### config.mk
export PLATFORM = sky130hd
export DESIGN_NAME = polygon_normal_area_setup_unit
export DESIGN_NICKNAME = d
export VERILOG_FILES = /design/src/rtl/pnas_pkg.sv /design/src/rtl/pnas_div.sv /design/src/rtl/polygon_normal_area_setup_unit.sv
export SDC_FILE = /design/constraint.sdc
export NUM_CORES = 2
export LEC_CHECK = 0
export BUFFER_PORTS_ARGS = -buffer_cell sky130_fd_sc_hd__buf_2
export CAP_MARGIN = 20
export CORE_MARGIN = 4
export CORE_UTILIZATION = 55
export DETAILED_ROUTE_END_ITERATION = 7
export GPL_TIMING_DRIVEN = 0
export PLACE_DENSITY = 0.73
export RECOVER_POWER = 25
export SYNTH_ARGS = -nofsm -noshare
export SYNTH_HDL_FRONTEND = slang
export SYNTH_HIERARCHICAL = 1
export SYNTH_SLANG_ARGS = --single-unit
### constraint.sdc
create_clock -name clk_i -period 16.5 [get_ports clk_i]
set_clock_uncertainty 0.2 [all_clocks]
set_input_delay 0.825 -clock clk_i [delete_from_list [all_inputs] [get_ports clk_i]]
set_output_delay 0.825 -clock clk_i [all_outputs]
set_load 0.1 [all_outputs]
### src/rtl/pnas_pkg.sv
// Package for the polygon normal and area setup unit.
// Holds payload structs, status codes, axis codes and sequencer states; no dependencies.
`timescale 1ns / 1ps

package pnas_pkg;

  // Result status codes
  typedef enum logic [1:0] {
    STATUS_OK         = 2'd0,
    STATUS_DEGENERATE = 2'd1,
    STATUS_OVERFLOW   = 2'd2
  } pnas_status_e;

  // Axis indexes
  localparam logic [1:0] AXIS_X = 2'd0;
  localparam logic [1:0] AXIS_Y = 2'd1;
  localparam logic [1:0] AXIS_Z = 2'd2;

  // Sequencer states
  typedef enum logic [3:0] {
    S_IDLE,
    S_TERM,
    S_SQ,
    S_SQRT,
    S_NDIV,
    S_TRI,
    S_DELTA,
    S_CDIV,
    S_DONE
  } pnas_state_e;

  // One input item: a vertex
  typedef struct packed {
    logic signed [15:0] vertex_x;
    logic signed [15:0] vertex_y;
    logic signed [15:0] vertex_z;
    logic               last_vertex;
  } pnas_in_t;

  // One result item
  typedef struct packed {
    logic signed [15:0] normal_x;
    logic signed [15:0] normal_y;
    logic signed [15:0] normal_z;
    logic [40:0]        area;
    logic [1:0]         axis_u;
    logic [1:0]         axis_v;
    logic signed [31:0] coef_x1;
    logic signed [31:0] coef_y1;
    logic signed [31:0] coef_x2;
    logic signed [31:0] coef_y2;
    logic [1:0]         status;
  } pnas_out_t;

endpackage

### src/rtl/pnas_div.sv
// Restoring unsigned divider, one quotient bit per cycle.
// Standalone; used by the top level for normal and coefficient divisions.
`timescale 1ns / 1ps

module pnas_div #(
  parameter int DW = 57,
  parameter int NW = 41
) (
  input  logic          clk_i,
  input  logic          rst_ni,
  input  logic          start_i,
  input  logic [DW-1:0] dividend_i,
  input  logic [NW-1:0] divisor_i,
  output logic          done_o,
  output logic [DW-1:0] quotient_o
);

  localparam int CW = $clog2(DW + 1);

  logic          busy_q;
  logic          done_q;
  logic [CW-1:0] cnt_q;
  logic [DW-1:0] dvd_q;
  logic [DW-1:0] quo_q;
  logic [NW-1:0] rem_q;
  logic [NW-1:0] den_q;
  logic [NW:0]   rem_sh;
  logic          fits;

  // Shift in the next dividend bit and trial-subtract
  always_comb begin
    rem_sh = {rem_q, dvd_q[DW-1]};
    fits   = rem_sh >= {1'b0, den_q};
  end

  // Control: run DW steps, pulse done after the last
  always_ff @(posedge clk_i or negedge rst_ni) begin
    if (!rst_ni) begin
      busy_q <= 1'b0;
      done_q <= 1'b0;
      cnt_q  <= '0;
    end else begin
      done_q <= !start_i && busy_q && (cnt_q == CW'(DW - 1));
      if (start_i) begin
        busy_q <= 1'b1;
        cnt_q  <= '0;
      end else if (busy_q) begin
        cnt_q <= cnt_q + 1'b1;
        if (cnt_q == CW'(DW - 1)) begin
          busy_q <= 1'b0;
        end
      end
    end
  end

  // Datapath
  always_ff @(posedge clk_i) begin
    if (start_i) begin
      dvd_q <= dividend_i;
      den_q <= divisor_i;
      rem_q <= '0;
      quo_q <= '0;
    end else if (busy_q) begin
      dvd_q <= {dvd_q[DW-2:0], 1'b0};
      quo_q <= {quo_q[DW-2:0], fits};
      rem_q <= fits ? NW'(rem_sh - {1'b0, den_q}) : rem_sh[NW-1:0];
    end
  end

  assign done_o     = done_q;
  assign quotient_o = quo_q;

endmodule

### src/rtl/polygon_normal_area_setup_unit.sv
// Polygon normal, area and triangle setup: top level with sequencer and datapath.
// Depends on pnas_pkg and pnas_div.
`timescale 1ns / 1ps

// Usage
//   Input channel in_valid_i / in_stall_o / in_data_i carries one vertex per
//   item; the item with last_vertex set closes the polygon and causes one
//   result on out_valid_o / out_stall_i / out_data_o. Other items cause none.
//   A vertex that adds an edge stalls the input while one 17x17 multiplier
//   forms three Newell products, with one add each; the first vertex and
//   vertices past MAX_VERTICES are taken without a stall. After the last
//   vertex come its edge terms, the bit-serial squares of the AW-bit
//   sums (AW = 35 + clog2(MAX_VERTICES)), the square root, the normal
//   divisions and, for a triangle, the coefficient divisions, all on one
//   shared restoring divider of DW = AW + 16 bits, and then the load of
//   the output register.
//   Reset clears the polygon state and the result valid flag; no item is
//   pending afterwards. A stalled result holds in the output register; the
//   next polygon may be accepted meanwhile, but its result waits until the
//   earlier one has been taken.
module polygon_normal_area_setup_unit #(
  parameter int MAX_VERTICES = 64
) (
  input  logic              clk_i,
  input  logic              rst_ni,
  input  logic              in_valid_i,
  output logic              in_stall_o,
  input  pnas_pkg::pnas_in_t  in_data_i,
  output logic              out_valid_o,
  input  logic              out_stall_i,
  output pnas_pkg::pnas_out_t out_data_o
);

  localparam int AW   = 35 + $clog2(MAX_VERTICES);
  localparam int SW   = 2 * AW;
  localparam int DW   = AW + 16;
  localparam int CW   = $clog2(DW + 2);
  localparam int CNTW = $clog2(MAX_VERTICES + 1);

  pnas_pkg::pnas_state_e state_q, state_d;

  logic [CW-1:0]   cnt_q;
  logic [1:0]      k_q;
  logic            started_q;
  logic            closing_q;
  logic            last_q;

  logic signed [15:0] first_q [3];
  logic signed [15:0] second_q [3];
  logic signed [15:0] prev_q [3];
  logic signed [15:0] v_q [3];
  logic signed [15:0] ta_q [3];
  logic signed [15:0] tb_q [3];
  logic signed [15:0] vin [3];

  logic [CNTW-1:0]    count_q;
  logic               ovf_q;
  logic signed [AW-1:0] acc_q [3];
  logic [AW-1:0]      mag [3];

  logic signed [33:0] prod_q;
  logic signed [33:0] prod;
  logic signed [16:0] mul_a, mul_b;
  logic signed [16:0] t_diff, t_sum;

  logic [SW-1:0]   mcand_q;
  logic [AW-1:0]   mplier_q;
  logic [SW-1:0]   sum_q;
  logic [AW+1:0]   rem_q;
  logic [AW-1:0]   root_q;
  logic [AW+3:0]   rem_sh, trial;
  logic            sq_ge;

  logic signed [15:0] nrm_q [3];
  logic [40:0]        area_q;
  logic [1:0]         au_q, av_q;
  logic [1:0]         au_c, av_c;
  logic signed [31:0] coef_q [4];
  logic signed [16:0] cx_q [4];
  logic signed [34:0] delta_q;
  logic [34:0]        delta_mag;
  pnas_pkg::pnas_status_e status_q;

  logic            out_valid_q;
  pnas_pkg::pnas_out_t out_q;

  logic            in_acc;
  logic            out_free;
  logic            div_start;
  logic            div_done;
  logic [DW-1:0]   div_dvd;
  logic [AW-1:0]   div_den;
  logic [DW-1:0]   div_quo;
  logic            div_neg;
  logic [16:0]     cx_mag;
  logic signed [15:0] sat16;
  logic signed [31:0] sat32;
  logic            room;

  assign vin[0] = in_data_i.vertex_x;
  assign vin[1] = in_data_i.vertex_y;
  assign vin[2] = in_data_i.vertex_z;

  assign in_acc   = in_valid_i && !in_stall_o;
  assign out_free = !out_valid_q || !out_stall_i;
  assign room     = count_q < CNTW'(MAX_VERTICES);

  // Magnitudes of the accumulators
  always_comb begin
    for (int i = 0; i < 3; i++) begin
      mag[i] = acc_q[i][AW-1] ? AW'(-acc_q[i]) : AW'(acc_q[i]);
    end
  end

  // Newell term operands for the current component
  always_comb begin
    case (cnt_q[1:0])
      2'd0: begin
        t_diff = 17'(ta_q[1]) - 17'(tb_q[1]);
        t_sum  = 17'(tb_q[2]) + 17'(ta_q[2]);
      end
      2'd1: begin
        t_diff = 17'(ta_q[2]) - 17'(tb_q[2]);
        t_sum  = 17'(tb_q[0]) + 17'(ta_q[0]);
      end
      default: begin
        t_diff = 17'(ta_q[0]) - 17'(tb_q[0]);
        t_sum  = 17'(tb_q[1]) + 17'(ta_q[1]);
      end
    endcase
  end

  // Shared multiplier
  always_comb begin
    if (state_q == pnas_pkg::S_DELTA) begin
      mul_a = (cnt_q == CW'(0)) ? cx_q[0] : cx_q[2];
      mul_b = (cnt_q == CW'(0)) ? cx_q[3] : cx_q[1];
    end else begin
      mul_a = t_diff;
      mul_b = t_sum;
    end
    prod = mul_a * mul_b;
  end

  // Square root step
  always_comb begin
    rem_sh = {rem_q, sum_q[SW-1 -: 2]};
    trial  = {2'b00, root_q, 2'b01};
    sq_ge  = rem_sh >= trial;
  end

  // Projection axes from the largest normal component, ties with z to z, a tie of x and y to y
  always_comb begin
    au_c = pnas_pkg::AXIS_X;
    av_c = pnas_pkg::AXIS_Y;
    if (mag[0] > mag[1]) begin
      if (mag[0] > mag[2]) begin
        au_c = pnas_pkg::AXIS_Y;
        av_c = pnas_pkg::AXIS_Z;
      end
    end else if (mag[1] > mag[2]) begin
      au_c = pnas_pkg::AXIS_Z;
      av_c = pnas_pkg::AXIS_X;
    end
  end

  // Divider operands and saturation of its quotient
  always_comb begin
    delta_mag = delta_q[34] ? 35'(-delta_q) : 35'(delta_q);
    cx_mag    = cx_q[k_q][16] ? 17'(-cx_q[k_q]) : 17'(cx_q[k_q]);
    if (state_q == pnas_pkg::S_CDIV) begin
      div_dvd = DW'({cx_mag, 24'd0}) + DW'(delta_mag >> 1);
      div_den = AW'(delta_mag);
      div_neg = cx_q[k_q][16] ^ delta_q[34];
    end else begin
      div_dvd = DW'({mag[k_q], 15'd0}) + DW'(root_q >> 1);
      div_den = root_q;
      div_neg = acc_q[k_q][AW-1];
    end
    if (div_neg) begin
      sat16 = (div_quo > DW'(32768)) ? -16'sd32768 : 16'(-div_quo);
      sat32 = (div_quo > DW'(64'h8000_0000)) ? 32'sh8000_0000 : 32'(-div_quo);
    end else begin
      sat16 = (div_quo > DW'(32767)) ? 16'sd32767 : 16'(div_quo);
      sat32 = (div_quo > DW'(64'h7FFF_FFFF)) ? 32'sh7FFF_FFFF : 32'(div_quo);
    end
  end

  // Next state
  always_comb begin
    state_d = state_q;
    unique case (state_q)
      pnas_pkg::S_IDLE: begin
        if (in_acc) begin
          if (room && count_q != '0) begin
            state_d = pnas_pkg::S_TERM;
          end else if (in_data_i.last_vertex) begin
            state_d = (ovf_q || !room) ? pnas_pkg::S_DONE : pnas_pkg::S_TERM;
          end
        end
      end
      pnas_pkg::S_TERM: begin
        if (cnt_q == CW'(3)) begin
          if (closing_q) begin
            state_d = pnas_pkg::S_SQ;
          end else if (!last_q) begin
            state_d = pnas_pkg::S_IDLE;
          end
        end
      end
      pnas_pkg::S_SQ: begin
        if (cnt_q == CW'(AW) && k_q == 2'd2) state_d = pnas_pkg::S_SQRT;
      end
      pnas_pkg::S_SQRT: begin
        if (cnt_q == CW'(AW - 1)) state_d = pnas_pkg::S_NDIV;
      end
      pnas_pkg::S_NDIV: begin
        if (!started_q && root_q == '0) begin
          state_d = pnas_pkg::S_DONE;
        end else if (div_done && k_q == 2'd2) begin
          state_d = (count_q == CNTW'(3)) ? pnas_pkg::S_TRI : pnas_pkg::S_DONE;
        end
      end
      pnas_pkg::S_TRI: state_d = pnas_pkg::S_DELTA;
      pnas_pkg::S_DELTA: begin
        if (cnt_q == CW'(2)) begin
          state_d = pnas_pkg::S_CDIV;
        end else if (cnt_q == CW'(3)) begin
          state_d = pnas_pkg::S_DONE;
        end
      end
      pnas_pkg::S_CDIV: begin
        if (delta_q == '0) begin
          state_d = pnas_pkg::S_DONE;
        end else if (div_done && k_q == 2'd3) begin
          state_d = pnas_pkg::S_DONE;
        end
      end
      pnas_pkg::S_DONE: begin
        if (out_free) state_d = pnas_pkg::S_IDLE;
      end
      default: state_d = pnas_pkg::S_IDLE;
    endcase
  end

  // Control outputs
  always_comb begin
    in_stall_o = (state_q != pnas_pkg::S_IDLE);
    div_start  = !started_q &&
                 ((state_q == pnas_pkg::S_NDIV && root_q != '0) ||
                  (state_q == pnas_pkg::S_CDIV && delta_q != '0));
  end

  pnas_div #(
    .DW(DW),
    .NW(AW)
  ) u_div (
    .clk_i      (clk_i),
    .rst_ni     (rst_ni),
    .start_i    (div_start),
    .dividend_i (div_dvd),
    .divisor_i  (div_den),
    .done_o     (div_done),
    .quotient_o (div_quo)
  );

  // Sequencer control registers and polygon state
  always_ff @(posedge clk_i or negedge rst_ni) begin
    if (!rst_ni) begin
      state_q     <= pnas_pkg::S_IDLE;
      cnt_q       <= '0;
      k_q         <= '0;
      started_q   <= 1'b0;
      closing_q   <= 1'b0;
      last_q      <= 1'b0;
      count_q     <= '0;
      ovf_q       <= 1'b0;
      out_valid_q <= 1'b0;
      for (int i = 0; i < 3; i++) begin
        first_q[i]  <= '0;
        second_q[i] <= '0;
        prev_q[i]   <= '0;
        acc_q[i]    <= '0;
      end
    end else begin
      state_q <= state_d;
      // Raise valid when a result is loaded, drop it once taken
      if (state_q == pnas_pkg::S_DONE && out_free) begin
        out_valid_q <= 1'b1;
      end else if (out_valid_q && !out_stall_i) begin
        out_valid_q <= 1'b0;
      end
      unique case (state_q)
        pnas_pkg::S_IDLE: begin
          if (in_acc) begin
            cnt_q     <= '0;
            last_q    <= in_data_i.last_vertex;
            closing_q <= (count_q == '0);
            if (room) begin
              if (count_q == '0) for (int i = 0; i < 3; i++) first_q[i] <= vin[i];
              if (count_q == CNTW'(1)) for (int i = 0; i < 3; i++) second_q[i] <= vin[i];
              for (int i = 0; i < 3; i++) prev_q[i] <= vin[i];
              count_q <= count_q + 1'b1;
            end else begin
              ovf_q <= 1'b1;
            end
          end
        end
        pnas_pkg::S_TERM: begin
          // Add each product in the cycle after it is formed
          if (cnt_q != CW'(0)) begin
            acc_q[cnt_q[1:0] - 2'd1] <= acc_q[cnt_q[1:0] - 2'd1] +
                                        {{(AW-34){prod_q[33]}}, prod_q};
          end
          if (cnt_q == CW'(3)) begin
            cnt_q     <= '0;
            k_q       <= '0;
            closing_q <= 1'b1;
          end else begin
            cnt_q <= cnt_q + 1'b1;
          end
        end
        pnas_pkg::S_SQ: begin
          if (cnt_q == CW'(AW)) begin
            cnt_q <= '0;
            k_q   <= k_q + 2'd1;
          end else begin
            cnt_q <= cnt_q + 1'b1;
          end
        end
        pnas_pkg::S_SQRT: begin
          cnt_q     <= (cnt_q == CW'(AW - 1)) ? '0 : cnt_q + 1'b1;
          k_q       <= '0;
          started_q <= 1'b0;
        end
        pnas_pkg::S_NDIV: begin
          if (div_start) started_q <= 1'b1;
          if (div_done) begin
            started_q <= 1'b0;
            k_q       <= k_q + 2'd1;
          end
        end
        pnas_pkg::S_TRI: cnt_q <= '0;
        pnas_pkg::S_DELTA: begin
          cnt_q     <= cnt_q + 1'b1;
          k_q       <= '0;
          started_q <= 1'b0;
        end
        pnas_pkg::S_CDIV: begin
          if (div_start) started_q <= 1'b1;
          if (div_done) begin
            started_q <= 1'b0;
            k_q       <= k_q + 2'd1;
          end
        end
        pnas_pkg::S_DONE: begin
          // Hand over the result and clear the polygon
          if (out_free) begin
            count_q     <= '0;
            ovf_q       <= 1'b0;
            for (int i = 0; i < 3; i++) acc_q[i] <= '0;
          end
        end
        default: ;
      endcase
    end
  end

  // Datapath registers
  always_ff @(posedge clk_i) begin
    case (state_q)
      pnas_pkg::S_IDLE: begin
        if (in_acc) begin
          for (int i = 0; i < 3; i++) begin
            v_q[i]   <= vin[i];
            ta_q[i]  <= (count_q == '0) ? vin[i] : prev_q[i];
            tb_q[i]  <= vin[i];
            nrm_q[i] <= '0;
          end
          for (int i = 0; i < 4; i++) coef_q[i] <= '0;
          area_q   <= '0;
          au_q     <= pnas_pkg::AXIS_X;
          av_q     <= pnas_pkg::AXIS_Y;
          status_q <= (in_data_i.last_vertex && (ovf_q || !room)) ?
                      pnas_pkg::STATUS_OVERFLOW : pnas_pkg::STATUS_OK;
        end
      end
      pnas_pkg::S_TERM: begin
        if (cnt_q != CW'(3)) prod_q <= prod;
        // Set up the closing edge back to the first vertex
        if (cnt_q == CW'(3) && !closing_q) begin
          for (int i = 0; i < 3; i++) begin
            ta_q[i] <= v_q[i];
            tb_q[i] <= first_q[i];
          end
        end
        if (cnt_q == CW'(3)) sum_q <= '0;
      end
      pnas_pkg::S_SQ: begin
        if (cnt_q == CW'(0)) begin
          mcand_q  <= SW'(mag[k_q]);
          mplier_q <= mag[k_q];
        end else begin
          if (mplier_q[0]) sum_q <= sum_q + mcand_q;
          mcand_q  <= {mcand_q[SW-2:0], 1'b0};
          mplier_q <= {1'b0, mplier_q[AW-1:1]};
        end
        if (cnt_q == CW'(AW) && k_q == 2'd2) begin
          rem_q  <= '0;
          root_q <= '0;
        end
      end
      pnas_pkg::S_SQRT: begin
        rem_q  <= sq_ge ? (AW+2)'(rem_sh - trial) : rem_sh[AW+1:0];
        root_q <= {root_q[AW-2:0], sq_ge};
        sum_q  <= {sum_q[SW-3:0], 2'b00};
      end
      pnas_pkg::S_NDIV: begin
        if (!started_q && root_q == '0) begin
          status_q <= pnas_pkg::STATUS_DEGENERATE;
        end else begin
          area_q <= 41'(root_q >> 1);
        end
        if (div_done) nrm_q[k_q] <= sat16;
      end
      pnas_pkg::S_TRI: begin
        au_q     <= au_c;
        av_q     <= av_c;
        cx_q[0]  <= 17'(second_q[au_c]) - 17'(first_q[au_c]);
        cx_q[1]  <= 17'(first_q[av_c]) - 17'(second_q[av_c]);
        cx_q[2]  <= 17'(first_q[au_c]) - 17'(v_q[au_c]);
        cx_q[3]  <= 17'(v_q[av_c]) - 17'(first_q[av_c]);
      end
      pnas_pkg::S_DELTA: begin
        // Form x1*y2 - x2*y1 over two products
        prod_q <= prod;
        if (cnt_q == CW'(1)) delta_q <= 35'(prod_q);
        if (cnt_q == CW'(2)) delta_q <= delta_q - 35'(prod_q);
      end
      pnas_pkg::S_CDIV: begin
        if (delta_q == '0) begin
          for (int i = 0; i < 4; i++) coef_q[i] <= {{7{cx_q[i][16]}}, cx_q[i], 8'd0};
        end else if (div_done) begin
          coef_q[k_q] <= sat32;
        end
      end
      pnas_pkg::S_DONE: begin
        if (out_free) begin
          out_q.normal_x <= nrm_q[0];
          out_q.normal_y <= nrm_q[1];
          out_q.normal_z <= nrm_q[2];
          out_q.area     <= area_q;
          out_q.axis_u   <= au_q;
          out_q.axis_v   <= av_q;
          out_q.coef_x1  <= coef_q[0];
          out_q.coef_y1  <= coef_q[1];
          out_q.coef_x2  <= coef_q[2];
          out_q.coef_y2  <= coef_q[3];
          out_q.status   <= status_q;
        end
      end
      default: ;
    endcase
  end

  assign out_valid_o = out_valid_q;
  assign out_data_o  = out_q;

endmodule

==> out/qor.yml <==
firstDrtPassIters: 8
die_w_um: 441
via_per_inst: 6.24
routed-wl-met3_um: 30500
yosys-top-cells-area: "edfxtp_1 32%, ha_1 8.1%, dfrtp_1 7.3%, fa_1 6.1%, nand2_1 4.1%"
antenna_found_initial: 15
setup_viol: 0
worstSetupPathType: "reg -> reg"
cts_tree: "done"
h-tree-depth: 4
ys_ff_latch: 1507
clockBufferDepth: 3
num-nets-final: 12000
start_util_pct: 55.4
r2r_end: "prod_q[32]"
min_path_type: "in -> reg"
tightest_slew_ns: 6.39
grt-ovfl-total: 0
report.final.slew_viol_count: 209
synth_ff_type: "edfxtp_1"
fmax_mhz: 77.8
holdCritStartpoint: "in_data_i[27]"
critPathMostFrequentCell: "fa_1"
mostFrequentLayoutCell: "edfxtp_1"
cts_root_buf: "clkbuf_16"
cts_made_buffers: 163
drive_gt1_share_pct: 7.26
wl_per_cell_um: 26.5
hold_buffers: 13
yosys.area.top_type_share_pct: 32.4
max_stage_delay_ns: 0.71
finalCritPeriodShare_pct: 77.9
post_cts_resized: 0
hold_violations: 0
violations: "capacitance limit, slew limit"
cts_setup_buffers: 0
core_area_mm2: 0.186
ant_nets: 0
critPathLaunchType: "register"
min_to: "prev_q[26]"
hold_slack_ns: 0.126
drv_cap: 2
die_area_mm2: 0.194
place_congestion: 1.01
m1WireLength_um: 146000
drc: 0
synth.avg_cell_area_um2: 9.89
yosysTopAreaCell: "edfxtp_1"
fp.dieH_um: 441
synth_cell_type_count: 108
synth_enable_flop_cells: 1110
path_max_fanout: 11
grt_pass1_wl_um: 530000
wl_met2_um: 161000
slew_headroom_pct: -326
drtIter0Drc: 8793
reg2reg_slack_ns: 3.65
rsz0062_at_grt: "no"
cts_sinks: 1507
clkTransAtPathRegs_ns: 0.06
grt_use_total_pct: 36.6
via_count: 84600
grt_max_degree: 110
post-dp-hpwl_um: 287000
top_layer_used: "met5"
seq_area_frac_synth_pct: 41.6
end_kind: "register"
wirelength_um: 360000
design.portCount: 278
crit_arrival_ns: 13.21
ys_async_sr_fraction_pct: 19.8
fin_crit_ns: 12.85
tns_ns: 0
final_cell_mix: "1110 x edfxtp_1, 1106 x nand2_1, 851 x nor2_1"
whs_path_depth: 3
first_global_vias: 82200
crit_required_ns: 16.87
slowest_stage: "a211oi_1"
core.rowCount: 158
portBuffers: 276
status: "finished, violations left"
syn_inst: 10400
ff2ff_path_depth: 35
fin_util_pct: 61.2
clkLatencyLatePin_ns: 0.86
yosys_warnings: 6
nFillCells: 15700
area_delta_synth_final_pct: 10.4
synth_area_mm2: 0.103
reg2reg_from: "cnt_q[0]"
## how the worst max path moves through the flow
stage | from | to | slack [ns] | depth (start not counted)
2_1_floorplan | cnt_q[0] | sum_q[0] | 5.54 | 10
3_3_place_gp | cnt_q[0] | sum_q[47] | -2.15 | 10
3_5_place_dp | cnt_q[0] | prod_q[32] | 3.79 | 35
4_1_cts | cnt_q[0] | prod_q[32] | 3.73 | 35
5_1_grt | cnt_q[0] | prod_q[32] | 3.04 | 35
6_report | cnt_q[0] | prod_q[32] | 3.65 | 35
## registers in the layout, indices dropped and copies added (netlist names), 7 cells and up
signal,cells
root_q,41
cx_q,68
out_data_o,221
area_q,40
prod_q,34
rem_q,43
u_div/quotient_o,57
mcand_q,82
coef_q,128
tb_q,48
delta_q,35
ta_q,48
u_div/dvd_q,57
v_q,48
acc_q,123
u_div/den_q,41
mplier_q,41
u_div/rem_q,41
second_q,48
prev_q,48
first_q,48
count_q,7
nrm_q,48
sum_q,82
## worst max-delay path, delay by kind of cell, from the launching register on
family	cells	cell delay (ns)
AO/OA/AOI/OAI	6	2.41
XOR/XNOR	1	0.12
adder cells (fa/ha/maj)	8	3.38
buffers and inverters	12	3.50
flip-flops	1	0.48
AND/OR/NAND/NOR	8	2.40
## final cells by class
type,count,area (µm²),share of cell area (%)
Multi-Input combinational cell,7632,55500,48.8
Sequential cell,1507,42800,37.7
Clock buffer,212,4450,3.92
Tap cell,2480,3100,2.73
Inverter,762,2860,2.52
Buffer,504,1970,1.74
Timing Repair Buffer,362,1970,1.73
Clock inverter,87,926,0.815
Antenna cell,15,37.5,0.0331
## cells in the mapped netlist, drive strengths merged (74+ instances only)
cell type,number
a21o,224
a21oi,505
a31oi,120
and2,117
buf,74
clkbuf,430
dfrtp,299
dfxtp,98
edfxtp,1110
fa,312
ha,664
inv,755
mux2,257
mux2i,210
nand2,1111
nand2b,78
nand3,306
nand4,98
nor2,851
nor2b,107
nor3,145
o21a,150
o21ai,678
o21bai,78
o31ai,91
or2,76
xnor2,360
xor2,202
## metal layers
| metal | vias to the layer above | GRT usage (%) |
|---|---|---|
| li1 | 38300 | - |
| met1 | 41500 | 48.6 |
| met2 | 3961 | 57.1 |
| met3 | 860 | 6.98 |
| met4 | 6 | 19.5 |
| met5 | - | 0 |
## logic make-up after synthesis
group | count (synthesis) | share of synthesized area [%]
simple gates | 3175 | 14.2
compound gates | 2434 | 15.4
fa+ha+maj | 976 | 14.1
mux | 483 | 5.21
other cells | 1 | 0.00364
xor+xnor | 562 | 4.78
buf+inv | 1266 | 4.69
flops | 1507 | 41.6
## through the flow
stage	cells	instance area (µm²)	setup slack, ns
6_report	13600	114000	3.65
5_1_grt	13500	114000	3.04
4_1_cts	13500	114000	3.73
3_5_place_dp	13200	108000	3.79
3_3_place_gp	13200	107000	-2.15
2_1_floorplan	10400	103000	5.54
Power is left out: the tool's default activity adds up to more than one toggle a clock period on the data nets, which glitch-free logic cannot reach.
